**src/rtl/ile_pkg.sv**
```systemverilog
// ----------------------------------------------------------------------------
// ile_pkg: shared definitions for the indexed list engine
// Command and status codes, fixed port widths and the per-cell control bundle.
// ----------------------------------------------------------------------------
package ile_pkg;

  // Fixed widths of the channel fields.
  localparam int OPCODE_W    = 3;
  localparam int POSITION_W  = 9;
  localparam int ELEM_PORT_W = 32;
  localparam int STATUS_W    = 3;
  localparam int FOUND_W     = 8;
  localparam int COUNT_W     = 9;

  // Command opcodes.
  localparam logic [OPCODE_W-1:0] OP_APPEND = 3'd0;
  localparam logic [OPCODE_W-1:0] OP_INSERT = 3'd1;
  localparam logic [OPCODE_W-1:0] OP_REMOVE = 3'd2;
  localparam logic [OPCODE_W-1:0] OP_GET    = 3'd3;
  localparam logic [OPCODE_W-1:0] OP_SET    = 3'd4;
  localparam logic [OPCODE_W-1:0] OP_FIND   = 3'd5;
  localparam logic [OPCODE_W-1:0] OP_CLEAR  = 3'd6;
  localparam logic [OPCODE_W-1:0] OP_POP    = 3'd7;

  // Result status codes.
  localparam logic [STATUS_W-1:0] STS_OK        = 3'd0;
  localparam logic [STATUS_W-1:0] STS_BAD_INDEX = 3'd1;
  localparam logic [STATUS_W-1:0] STS_NULL      = 3'd2;
  localparam logic [STATUS_W-1:0] STS_FULL      = 3'd3;
  localparam logic [STATUS_W-1:0] STS_NOT_FOUND = 3'd4;

  // Cell update operations.
  localparam logic [1:0] CELL_HOLD       = 2'd0;
  localparam logic [1:0] CELL_WRITE      = 2'd1;
  localparam logic [1:0] CELL_SHIFT_UP   = 2'd2;
  localparam logic [1:0] CELL_SHIFT_DOWN = 2'd3;

  typedef struct packed {
    logic [1:0] op;    // update applied at the next edge
    logic       find;  // hit means value match instead of position match
  } cell_ctl_t;

endpackage

```
**src/rtl/ile_cell.sv**
```systemverilog
// ----------------------------------------------------------------------------
// ile_cell: one list slot
// Holds one element, takes its neighbor's value on a shift and reports a hit
// for position reads or value searches.
// ----------------------------------------------------------------------------
module ile_cell
  import ile_pkg::*;
#(
  parameter int EW    = 32,
  parameter int CMP_W = 9,
  parameter int INDEX = 0
) (
  input  logic             clk,
  input  cell_ctl_t        ctl,
  input  logic [CMP_W-1:0] pos,
  input  logic [CMP_W-1:0] cnt,
  input  logic [EW-1:0]    data,
  input  logic [EW-1:0]    left_i,
  input  logic [EW-1:0]    right_i,
  output logic [EW-1:0]    value_o,
  output logic             hit_o
);

  localparam logic [CMP_W-1:0] IDX = CMP_W'(INDEX);

  logic [EW-1:0] val_r;
  logic [EW-1:0] val_nxt;

  always_comb begin
    val_nxt = val_r;
    unique case (ctl.op)
      CELL_WRITE: begin
        if (IDX == pos) val_nxt = data;
      end
      CELL_SHIFT_UP: begin
        if (IDX > pos) val_nxt = left_i;
        else if (IDX == pos) val_nxt = data;
      end
      CELL_SHIFT_DOWN: begin
        if (IDX >= pos) val_nxt = right_i;
      end
      default: val_nxt = val_r;
    endcase
  end

  always_ff @(posedge clk) begin
    val_r <= val_nxt;
  end

  // Slots at or above the count hold stale data and must never match a search.
  assign hit_o   = ctl.find ? ((val_r == data) && (IDX < cnt)) : (IDX == pos);
  assign value_o = val_r;

endmodule

```
**config.mk**
```make
export PLATFORM = sky130hd
export DESIGN_NAME = ile_cell
export DESIGN_NICKNAME = d
export VERILOG_FILES = /design/src/rtl/ile_pkg.sv /design/src/rtl/ile_cell.sv
export SDC_FILE = /design/constraint.sdc
export NUM_CORES = 1
export LEC_CHECK = 0
export BUFFER_PORTS_ARGS = -buffer_cell sky130_fd_sc_hd__buf_4
export CAP_MARGIN = 20
export CORE_MARGIN = 2
export CORE_UTILIZATION = 41
export CTS_CLUSTER_DIAMETER = 120
export DETAILED_ROUTE_END_ITERATION = 7
export GPL_ROUTABILITY_DRIVEN = 0
export HOLD_SLACK_MARGIN = 0.03
export PLACE_DENSITY_LB_ADDON = 0.15
export SLEW_MARGIN = 40
export SYNTH_ARGS = -nofsm -noshare
export SYNTH_HDL_FRONTEND = slang
export SYNTH_SLANG_ARGS = --single-unit
```
**constraint.sdc**
```tcl
create_clock -name clk -period 4.6 [get_ports clk]
set_clock_uncertainty 0.2 [all_clocks]
set_input_delay 0.92 -clock clk [delete_from_list [all_inputs] [get_ports clk]]
set_output_delay 0.92 -clock clk [all_outputs]
set_load 0.01 [all_outputs]
```
**Word-level counts from Yosys, hierarchy flattened**

Index checks and enable logic that the tools add are counted.

- Register bits after elaboration: 32
- Input port bits: 118
- Output and inout bits: 33
- Word-level logic and storage cells: 18

- Magnitude comparators: 3
- Equal/unequal tests: 5
- Multiplexer cells: 5
- Reduce and logical (&&, ||, !) cells: 4

Operator list:

| kind | count |
|---|---|
| two-way mux 32 bit | 3 |
| case mux 32 bit (3 select lines) | 1 |
| == test 32 bit | 1 |
| greater-or-equal comparator 1 x 9 -> 1 bit (first input constant) | 1 |
| > comparator 1 x 9 -> 1 bit (first input constant) | 1 |
| zero test 9 bit | 1 |
| less-than comparator 1 x 9 -> 1 bit (first input constant) | 1 |
| == test 2 bit (second input constant) | 2 |
| nonzero test 3 bit | 1 |
| == test 2 x 1 -> 1 bit (second input constant) | 1 |
| != test 2 bit (second input constant) | 1 |
| AND reduction 2 bit | 1 |
| logical AND 1 bit | 1 |
| two-way mux 1 bit | 1 |

**Logic depth before layout (Yosys ltp)**

Gate-level depths: netlist (run 1).

- Depth after elaboration: 4
- Gate-level depth with buffers: 6
- Gate-level depth less buffers: 5

**Worst setup path after synthesis (run 1)**

Ideal clock, no wire load.

- Path kind: in2reg
- From: input pos[7]
- To: register val_r[0] (netlist: value_o[0]), enable pin
- Library setup time: 0.432 ns
- Arrival: 3.203 ns
- Data required time: 3.968 ns
- Setup slack: 0.765 ns
- Stages on the path: 5
- Path buffers: 2
- Path through: nor4_1 -> nand3_1 -> buf_6 -> buf_8 -> a21oi_1

- Word-level cells in the longest chain between the ends: 3

RTL lines:

| item | RTL line | source |
|---|---|---|
| start, declared | ile_cell.sv:15 | `input logic [CMP_W-1:0] pos,` |
| greater-or-equal comparator 1 x 9 -> 1 bit | ile_cell.sv:40 | `if (IDX >= pos) val_nxt = right_i;` |
| != test 2 bit (no line) | -- |  |
| AND reduction 2 bit (no line) | -- |  |
| end signal, assigned | ile_cell.sv:47 | `val_r <= val_nxt;` |
| end, declared | ile_cell.sv:26 | `logic [EW-1:0] val_r;` |

Every way passes these cells.
A chain may end at the register's enable or synchronous reset.

**Worst setup path in the final report (run 1)**

- From: input data[18]
- To: output hit_o

- Word-level cells in the longest chain between the ends: 3

RTL lines:

| item | RTL line | source |
|---|---|---|
| start, declared | ile_cell.sv:17 | `input logic [EW-1:0] data,` |
| == test 32 bit | ile_cell.sv:51 | `assign hit_o = ctl.find ? ((val_r == data) && (IDX < cnt)) : (IDX == pos);` |
| logical AND 1 bit | ile_cell.sv:51 |  |
| two-way mux 1 bit | ile_cell.sv:51 |  |
| end, declared | ile_cell.sv:21 | `output logic hit_o` |

Every way passes these cells.

==> flow_summary.yaml, run 1 <==
routing:
  ant_nets: 0
  drt-initial-drc-count: 62
  remaining_drc_errors: 0
  wl_per_cell_um: 14.3
  via_count: 1855
  avgViaCountPerCell: 4.88
  drt-total-wl_mm: 5.44
  drt_pass1_iterations: 4
die:
  die_area_mm2: 0.00562
  start_util: 0.431
  design.core.area_mm2: 0.00479
  die_y_um: 75.0
  rows: 25
  io_pins: 151
  die_x_um: 75.0
sta:
  slew_headroom: 0.599
  hold_viol: 0
  fin_crit_sh: 0.698
  slew_violations: 0
  fin_tns_setup_ns: 0
  rsz0062_at_grt: "false"
  worst_pin_slew_ns: 0.601
  max_freq_mhz: 312
  setup_viol: 0
  setup_ws_ns: 1.39
  hold-worst-slack_ns: 0.481
  period_needed_ns: 3.21
synthesis:
  synth.net_count: 312
  synthArstFlopShare: 0
  synth_warnings: 0
  synth_edf_count: 32
  synth_ff_type: "edfxtp_1"
  ys_types: 20
  synthCells: 194
  ys_ff_latch: 32
  seq_area_frac_synth: 0.465
  avgSynthCellArea_um2: 10.6
  synth.cell_area_mm2: 0.00206
status:
  status: "finished clean"
clock_network:
  root_buffer: "clkbuf_8"
  htree_levels: 2
  hold_buffers: 0
  clkSinkCount: 32
  clkTransAtPathRegs_ns: 0.07
  post_cts_buffers: 0
  cts_buffer_depth: 2
  numCtsBuffers: 5
  cts_resized: 0
  insertion_delay_ns: 0.28
  cts_tree: "built"
critical_path:
  rrSetupSlack_ns: 3.43
  critPathLaunch: "data[18]"
  cp_max_fo: 2
  r2r-start: "value_o[6]$_DFFE_PP_"
  reg2reg_to: "value_o[6]$_DFFE_PP_"
  critPathRequiredTime_ns: 3.48
  worstRegToRegCells: 2
  arrival_ns: 2.09
  critPathCapture: "hit_o"
  cp-end-kind: "primary output"
  crit_type: "input port to primary output"
  cp-start-kind: "input port"
grt:
  grtUsageTotal: 0.197
  grt_pass1_vias: 1856
  antenna_found_initial: 0
  use_met2: 0.356
  top_usage_layer: "met2"
  grt_pass1_wl_mm: 8.34
  grt_util_met1: 0.234
  grt_max_degree: 65
  overflow: 0
  grt.met3_usage: 0.0535
layout:
  final_cell_mix: "buf_4, mux2i_1, nand2_1, edfxtp_1, o21ai_1"
  n_antenna_cell: 0
  final_common_cell: "buf_4"
  finalNonFillerCells: 380
  seqCellArea_um2: 961
  layout-drive-gt1-share: 0.422
  multiInputGateArea_mm2: 0.00103
  largest_reg_flops: 32
  nFillCells: 436
  final_core_util: 0.643
  layout.nets: 430
  syn_to_final_growth_pct: 49.0
  final_area_mm2: 0.00308
power_and_ir_drop:
  max-vdd-ir-drop_mv: 0.173
  power_density_mw_per_mm2: 270
  finalPower_mw: 0.830
  leakagePower_nw: 1.48
placed_design:
  dp_hpwl_mm: 4.19
  place_inst: 372
  pre_cts_ws_ns: 1.40
  placed_area_mm2: 0.00299
  port-buffer-count: 118
hold_path:
  min_path_type: "flop to flop"
  hold_depth: 2
flow_run:
  cap_violations: 0
==> cell type report <==
class                      count  share of cell area
clock inverter                 3             0.00610
sequential                    32               0.312
timing repair buffer         122               0.298
multi-input combinational    151               0.334
tap                           67              0.0273
clock buffer                   5              0.0224
==> worst min-delay path by stage <==
stage / startpoint / to / slack [ns]
after floorplan: value_o[10]$_DFFE_PP_ / value_o[10]$_DFFE_PP_ / 0.50
after global placement: value_o[9]$_DFFE_PP_ / value_o[9]$_DFFE_PP_ / 0.46
after detailed placement: value_o[2]$_DFFE_PP_ / value_o[2]$_DFFE_PP_ / 0.47
after CTS: value_o[2]$_DFFE_PP_ / value_o[2]$_DFFE_PP_ / 0.49
after global routing: value_o[2]$_DFFE_PP_ / value_o[2]$_DFFE_PP_ / 0.51
final: value_o[2]$_DFFE_PP_ / value_o[2]$_DFFE_PP_ / 0.48
==> routing by layer <==
layer	routed length, um	part of all wire
met4	42	0.0077
met2	2800	0.51
met3	408	0.075
met1	2190	0.40
met5	0	0
==> worst max-delay path, cell delays in order <==
cell,delay [ns]
buf_4,0.11
xnor2_1,0.18
nand4_1,0.14
nor4_1,0.29
nand4_1,0.14
o22ai_1,0.17
buf_4,0.15
==> where the power goes <==
| group | total, mW | switching [mW] | internal (mW) | leakage [nW] |
|---|---|---|---|---|
| Sequential | 0.394 | 0.0287 | 0.365 | 0.322 |
| Combinational | 0.228 | 0.0975 | 0.130 | 1.12 |
| Clock | 0.208 | 0.104 | 0.104 | 0.0378 |
==> cells by family after synthesis <==
group,share of synthesized area
AO/OA/AOI/OAI,0.0830
AND/OR/NAND/NOR,0.115
flip-flops,0.465
multiplexers,0.155
XOR/XNOR,0.136
buffers and inverters,0.0454
==> cell usage after synthesis (2+ instances only) <==
cell	number	share of area
nor3_1	3	0.0073
nand2_1	32	0.058
o21ai_1	28	0.068
mux2i_1	32	0.16
nand4_1	6	0.018
xor2_1	15	0.064
nor2_1	3	0.0055
buf_12	2	0.019
nor4_1	6	0.018
xnor2_1	17	0.072
nand3_1	2	0.0048
clkbuf_1	6	0.011
o21ai_0	4	0.0097
edfxtp_1	32	0.47
Power figures use the tool's default switching activity.
==> run 2: changes to the inputs <==
- CORE_UTILIZATION: 41 -> 37
- clock period: 4.6 -> 2.9 ns (I/O delays scaled with it)
==> run 2 against run 1 <==
- non-clock buffer count rose by 2
- combinational power rose by 58%
- global-route usage fell by 2.8 points
- first-iteration DRC count rose by 56%
- wire length fell by 2.2%
- flip-flop and latch count did not move
- sequential power rose by 59%
- hold slack got worse by 0.099 ns
- design area rose by 0.65%
- sequential share of layout area fell by 0.20 points
- cell count rose by 1.8%
- largest power group unchanged
- critical endpoint unchanged
- clock power rose by 54%
==> flow_summary.yaml, run 2 (same netlist as run 1, synthesis figures left out) <==
critical_path:
  path_delay_family: "simple AND/OR/NAND/NOR gates"
  cp_max_fo: 3
  max_stage_delay_ns: 0.42
  cp-start-kind: "flop"
  critPathRequiredTime_ns: 2.12
  worstPathCellList: "xnor2_1 -> nand4_1 -> nor4_2 -> buf_4 -> nand4_1 -> o22ai_1 -> buf_4"
  critPathLaunch: "value_o[18]$_DFFE_PP_"
  critPathBufInv: 2
  arrival_ns: 1.90
  cp-end-kind: "primary output"
  r2r-start: "value_o[4]$_DFFE_PP_"
  crit_type: "flop to primary output"
  cp_slowest_cell: "edfxtp_1"
clock_network:
  insertion_delay_ns: 0.27
  clkTransAtPathRegs_ns: 0.06
  htree_levels: 2
  post_cts_buffers: 0
  cts_buffer_depth: 2
  clkSinkCount: 32
  root_buffer: "clkbuf_8"
  cts_tree: "built"
  numCtsBuffers: 5
sta:
  period_needed_ns: 2.68
  fin_tns_setup_ns: 0
  slew_violations: 0
  hold_viol: 0
  slew_headroom: 0.581
  max_freq_mhz: 373
  setup_viol: 0
  fin_crit_sh: 0.923
  worst_pin_slew_ns: 0.629
  setup_ws_ns: 0.222
  rsz0062_at_grt: "false"
layout:
  layout-drive-gt1-share: 0.422
  layout.nets: 432
  syn_to_final_growth_pct: 49.9
  final_cell_mix: "buf_4, mux2i_1, nand2_1, edfxtp_1, o21ai_1"
  multiInputGateArea_mm2: 0.00103
  largest_reg_flops: 32
  nFillCells: 501
  final_core_util: 0.569
  final_area_mm2: 0.00310
  seqCellArea_um2: 961
  n_antenna_cell: 0
  final_common_cell: "buf_4"
die:
  die_y_um: 78.7
  rows: 27
  io_pins: 151
  start_util: 0.380
  design.core.area_mm2: 0.00544
  die_x_um: 78.7
  die_area_mm2: 0.00619
routing:
  remaining_drc_errors: 0
  ant_nets: 0
  drt_pass1_iterations: 4
  drt-total-wl_mm: 5.32
  drt-initial-drc-count: 97
  via_count: 1864
  wl_per_cell_um: 13.7
  avgViaCountPerCell: 4.82
grt:
  grt_pass1_wl_mm: 8.20
  grtUsageTotal: 0.169
  antenna_found_initial: 0
  grt_max_degree: 37
  grt_pass1_vias: 1783
  overflow: 0
power_and_ir_drop:
  combPwrFrac: 0.276
  power_density_mw_per_mm2: 422
  internal-power_mw: 0.954
  max-vdd-ir-drop_mv: 0.279
  leakagePower_nw: 1.49
  p_sw_frac: 0.270
  finalPower_mw: 1.31
  power_switching_mw: 0.353
  clkPwrFrac: 0.246
  p_seq_frac: 0.478
placed_design:
  dp_hpwl_mm: 4.08
  pre_cts_ws_ns: 0.211
  placed_area_mm2: 0.00301
  port-buffer-count: 118
flow_run:
  cap_violations: 0
hold_path:
  hold_start: "right_i[2]"
  min_path_type: "input port to flop"
status:
  status: "finished clean"
run 2: changes by cell type in the layout (fill, tap and decap cells not counted):
| cell | before | now |
|---|---|---|
| buf_4 | 122 | 124 |
| clkbuf_1 | 0 | 2 |
| clkinvlp_4 | 2 | 0 |
| nor4_1 | 6 | 5 |
| nor4_2 | 0 | 1 |
run 2: final timing paths:
path	slack, ns	endpoint	depth (start not counted)
setup / recovery	0.22	hit_o	7
hold / removal	0.38	value_o[2]$_DFFE_PP_	3
hold reg to reg	0.48	value_o[31]$_DFFE_PP_	2
setup reg to reg	1.74	value_o[4]$_DFFE_PP_	2
run 2: cell type report:
class | count | share of cell area
Sequential cell | 32 | 0.310
Clock inverter | 1 | 0.00121
Multi-Input combinational cell | 151 | 0.334
Tap cell | 72 | 0.0291
Timing Repair Buffer | 124 | 0.301
Clock buffer | 7 | 0.0247
run 2: tightest hold or removal path: stages:
cell     delay [ns]
buf_4          0.07
nand2_1        0.04
o21ai_1        0.06
run 2: repair_timing:
action                                  4_1_cts  5_1_grt
hold buffers                                  0        0
gates resized for setup                       0        1
endpoints found under the setup margin        0        1
run 2: layer usage:
metal / GRT usage / wire length (um) / up-vias
met3: 0.0489 / 449 / 5
li1: - / - / 940
met2: 0.276 / 2390 / 81
met4: 0.0474 / 42 / 0
met1: 0.220 / 2440 / 838
met5: 0 / 0 / -
run 2: per-stage QoR:
stage	std cells	hold WS, ns
2_1_floorplan	194	0.502
3_3_place_gp	379	0.459
3_5_place_dp	379	0.476
4_1_cts	387	0.369
5_1_grt	387	0.378
6_report	387	0.381
run 2: power groups by stage:
stage / Clock [mW] / Sequential (mW) / Combinational (mW)
CTS: 0.342 / 0.625 / 0.365
finish: 0.321 / 0.625 / 0.361
global route: 0.362 / 0.633 / 0.394
floorplan: 0 / 0.654 / 0.134
global placement: 0 / 0.633 / 0.360
detailed placement: 0 / 0.635 / 0.365
==> run 3: changes to the inputs <==
- ABC_AREA: not set -> 1
- CORE_UTILIZATION: 37 -> 39
==> run 3 against run 2 <==
- hold slack improved by 0.014 ns
- design area is 12% higher
- setup slack improved by 0.31 ns
- wire length up 33%
- via count grew 37%
- maximum frequency is 13% higher
- utilization up 1.1 points
- combinational power increased by 13%
- sequential share of layout area is 3.2 points lower
- count of clock-buffer cells in the layout unchanged
- critical path depth increased by 1
==> flow_summary.yaml, run 3 <==
critical_path:
  crit_type: "flop to primary output"
  critPathBufInv: 1
  crit_top_cell: "nand2_1"
  arrival_ns: 1.59
  cp_slowest_cell: "edfxtp_1"
  path_delay_family: "simple AND/OR/NAND/NOR gates"
  cp-start-kind: "flop"
  max_stage_delay_ns: 0.44
  cp_max_fo: 3
  critPathRequiredTime_ns: 2.12
  worstPathCellList: "xnor2_1 -> nand2_1 -> nor2_1 -> nand2_1 -> nor2_1 -> nand3_1 -> nand2_1 -> buf_4"
  cp-end-kind: "primary output"
hold_path:
  min_path_type: "input port to flop"
synthesis:
  synthCells: 353
  synthAdderAreaFrac: 0
  synthArstFlopShare: 0
  avgSynthCellArea_um2: 6.86
  synth_top_family_by_area: "simple AND/OR/NAND/NOR gates"
  ys_types: 19
  synth_ff_type: "edfxtp_1"
  yosysMostFrequentCell: "nand2_1"
  ys_ff_latch: 32
  synth_edf_count: 32
  netlist.area_leader.share: 0.397
  seq_area_frac_synth: 0.397
  synth_area_leader_cell: "edfxtp_1"
  synth_warnings: 0
  synth_area_leaders: "edfxtp_1, nand2_1, o211ai_1"
  synth.net_count: 471
  synth.cell_area_mm2: 0.00242
  yosys.area_share.simple: 0.337
  synth_xor_xnor_area_share: 0.0326
  synth_compound_area_frac: 0.108
  yosys-top-cells-count: "nand2_1, inv_1, nand3_1, edfxtp_1, o211ai_1"
  synth.mux.area_fraction: 0
routing:
  drt-initial-drc-count: 164
  drt_pass1_iterations: 4
  ant_nets: 0
  drt-total-wl_mm: 7.06
  via_count: 2556
  remaining_drc_errors: 0
  avgViaCountPerCell: 4.71
  wl_per_cell_um: 13.0
sta:
  worst_pin_slew_ns: 0.376
  rsz0062_at_grt: "false"
  fin_tns_setup_ns: 0
  max_freq_mhz: 422
  setup_viol: 0
  period_needed_ns: 2.37
  slew_headroom: 0.749
  hold_viol: 0
  fin_crit_sh: 0.816
  slew_violations: 0
status:
  status: "finished clean"
die:
  die_y_um: 82.8
  design.core.area_mm2: 0.00596
  rows: 28
  die_area_mm2: 0.00685
  start_util: 0.407
  io_pins: 151
  die_x_um: 82.8
power_and_ir_drop:
  max-vdd-ir-drop_mv: 0.266
  finalPower_mw: 1.37
  power_density_mw_per_mm2: 396
  leakagePower_nw: 1.76
clock_network:
  cts_resized: 0
  htree_levels: 2
  cts_tree: "built"
  numCtsBuffers: 5
  hold_buffers: 0
  insertion_delay_ns: 0.28
  post_cts_buffers: 0
  cts_buffer_depth: 2
  clkSinkCount: 32
  root_buffer: "clkbuf_8"
  clkTransAtPathRegs_ns: 0.07
grt:
  grt_pass1_wl_mm: 10.7
  grt_pass1_vias: 2360
  grt_max_degree: 35
  antenna_found_initial: 0
  overflow: 0
  grtUsageTotal: 0.208
layout:
  final_common_cell: "nand2_1"
  n_antenna_cell: 0
  layout.nets: 585
  final_cell_mix: "nand2_1, buf_4, inv_1"
  syn_to_final_growth_pct: 42.7
  layout-drive-gt1-share: 0.284
  largest_reg_flops: 32
  final_core_util: 0.580
placed_design:
  dp_hpwl_mm: 5.15
  port-buffer-count: 118
flow_run:
  cap_violations: 0
==> run 3: cell types whose count changed after synthesis, moves of 19 or more <==
cell	previous run	this run
nand2_1	32	136
inv_1	0	56
nand3_1	2	37
mux2i_1	32	0
o211ai_1	0	30
o21ai_1	28	0
nor2_1	3	22
==> run 3: area by class of cell <==
class	count	area [um^2]
Inverter	56	210
Clock inverter	1	3.75
Sequential cell	32	961
Multi-Input combinational cell	247	1170
Timing Repair Buffer	125	938
Clock buffer	7	76.3
Tap cell	75	93.8
Fill cell	587	2500
==> run 3: cells by family after synthesis <==
family                 Yosys count
flip-flops                      32
XOR/XNOR                         9
AND/OR/NAND/NOR                201
buffers and inverters           74
AO/OA/AOI/OAI                   37
==> run 3: worst paths after layout <==
kind / start / end / slack, ns / depth (start not counted)
max: value_o[12]$_DFFE_PP_ / hit_o / 0.53 / 8
min: right_i[4] / value_o[4]$_DFFE_PP_ / 0.40 / 3
max reg2reg: value_o[19]$_DFFE_PP_ / value_o[19]$_DFFE_PP_ / 1.73 / 2
min reg2reg: value_o[1]$_DFFE_PP_ / value_o[1]$_DFFE_PP_ / 0.45 / 2
==> run 3: metrics by stage <==
step / std cells / cell area, um^2 / setup slack [ns] / hold slack, ns
after global routing: 543 / 3450 / 0.380 / 0.391
after detailed placement: 535 / 3370 / 0.519 / 0.440
after global placement: 535 / 3370 / 0.554 / 0.433
final: 543 / 3450 / 0.533 / 0.395
after CTS: 543 / 3450 / 0.501 / 0.385
after floorplan: 353 / 2420 / 0.0891 / 0.466
==> run 3: report_power, final <==
| group | internal (mW) | switching, mW | total, mW |
|---|---|---|---|
| registers | 0.579 | 0.0485 | 0.628 |
| clock network | 0.167 | 0.164 | 0.331 |
| logic | 0.214 | 0.193 | 0.407 |
| total | 0.961 | 0.406 | 1.37 |
==> run 3: worst min-delay path, stage by stage <==
cell and delay (ns):
buf_4 0.08, nand3_1 0.06, nand2_1 0.06
==> run 3: metal layers <==
layer,wire (um),vias to the layer above,track usage
met5,0,-,0
met4,43,0,0.0459
met3,532,4,0.0574
met2,3380,84,0.353
met1,3100,1108,0.264
li1,-,1360,-
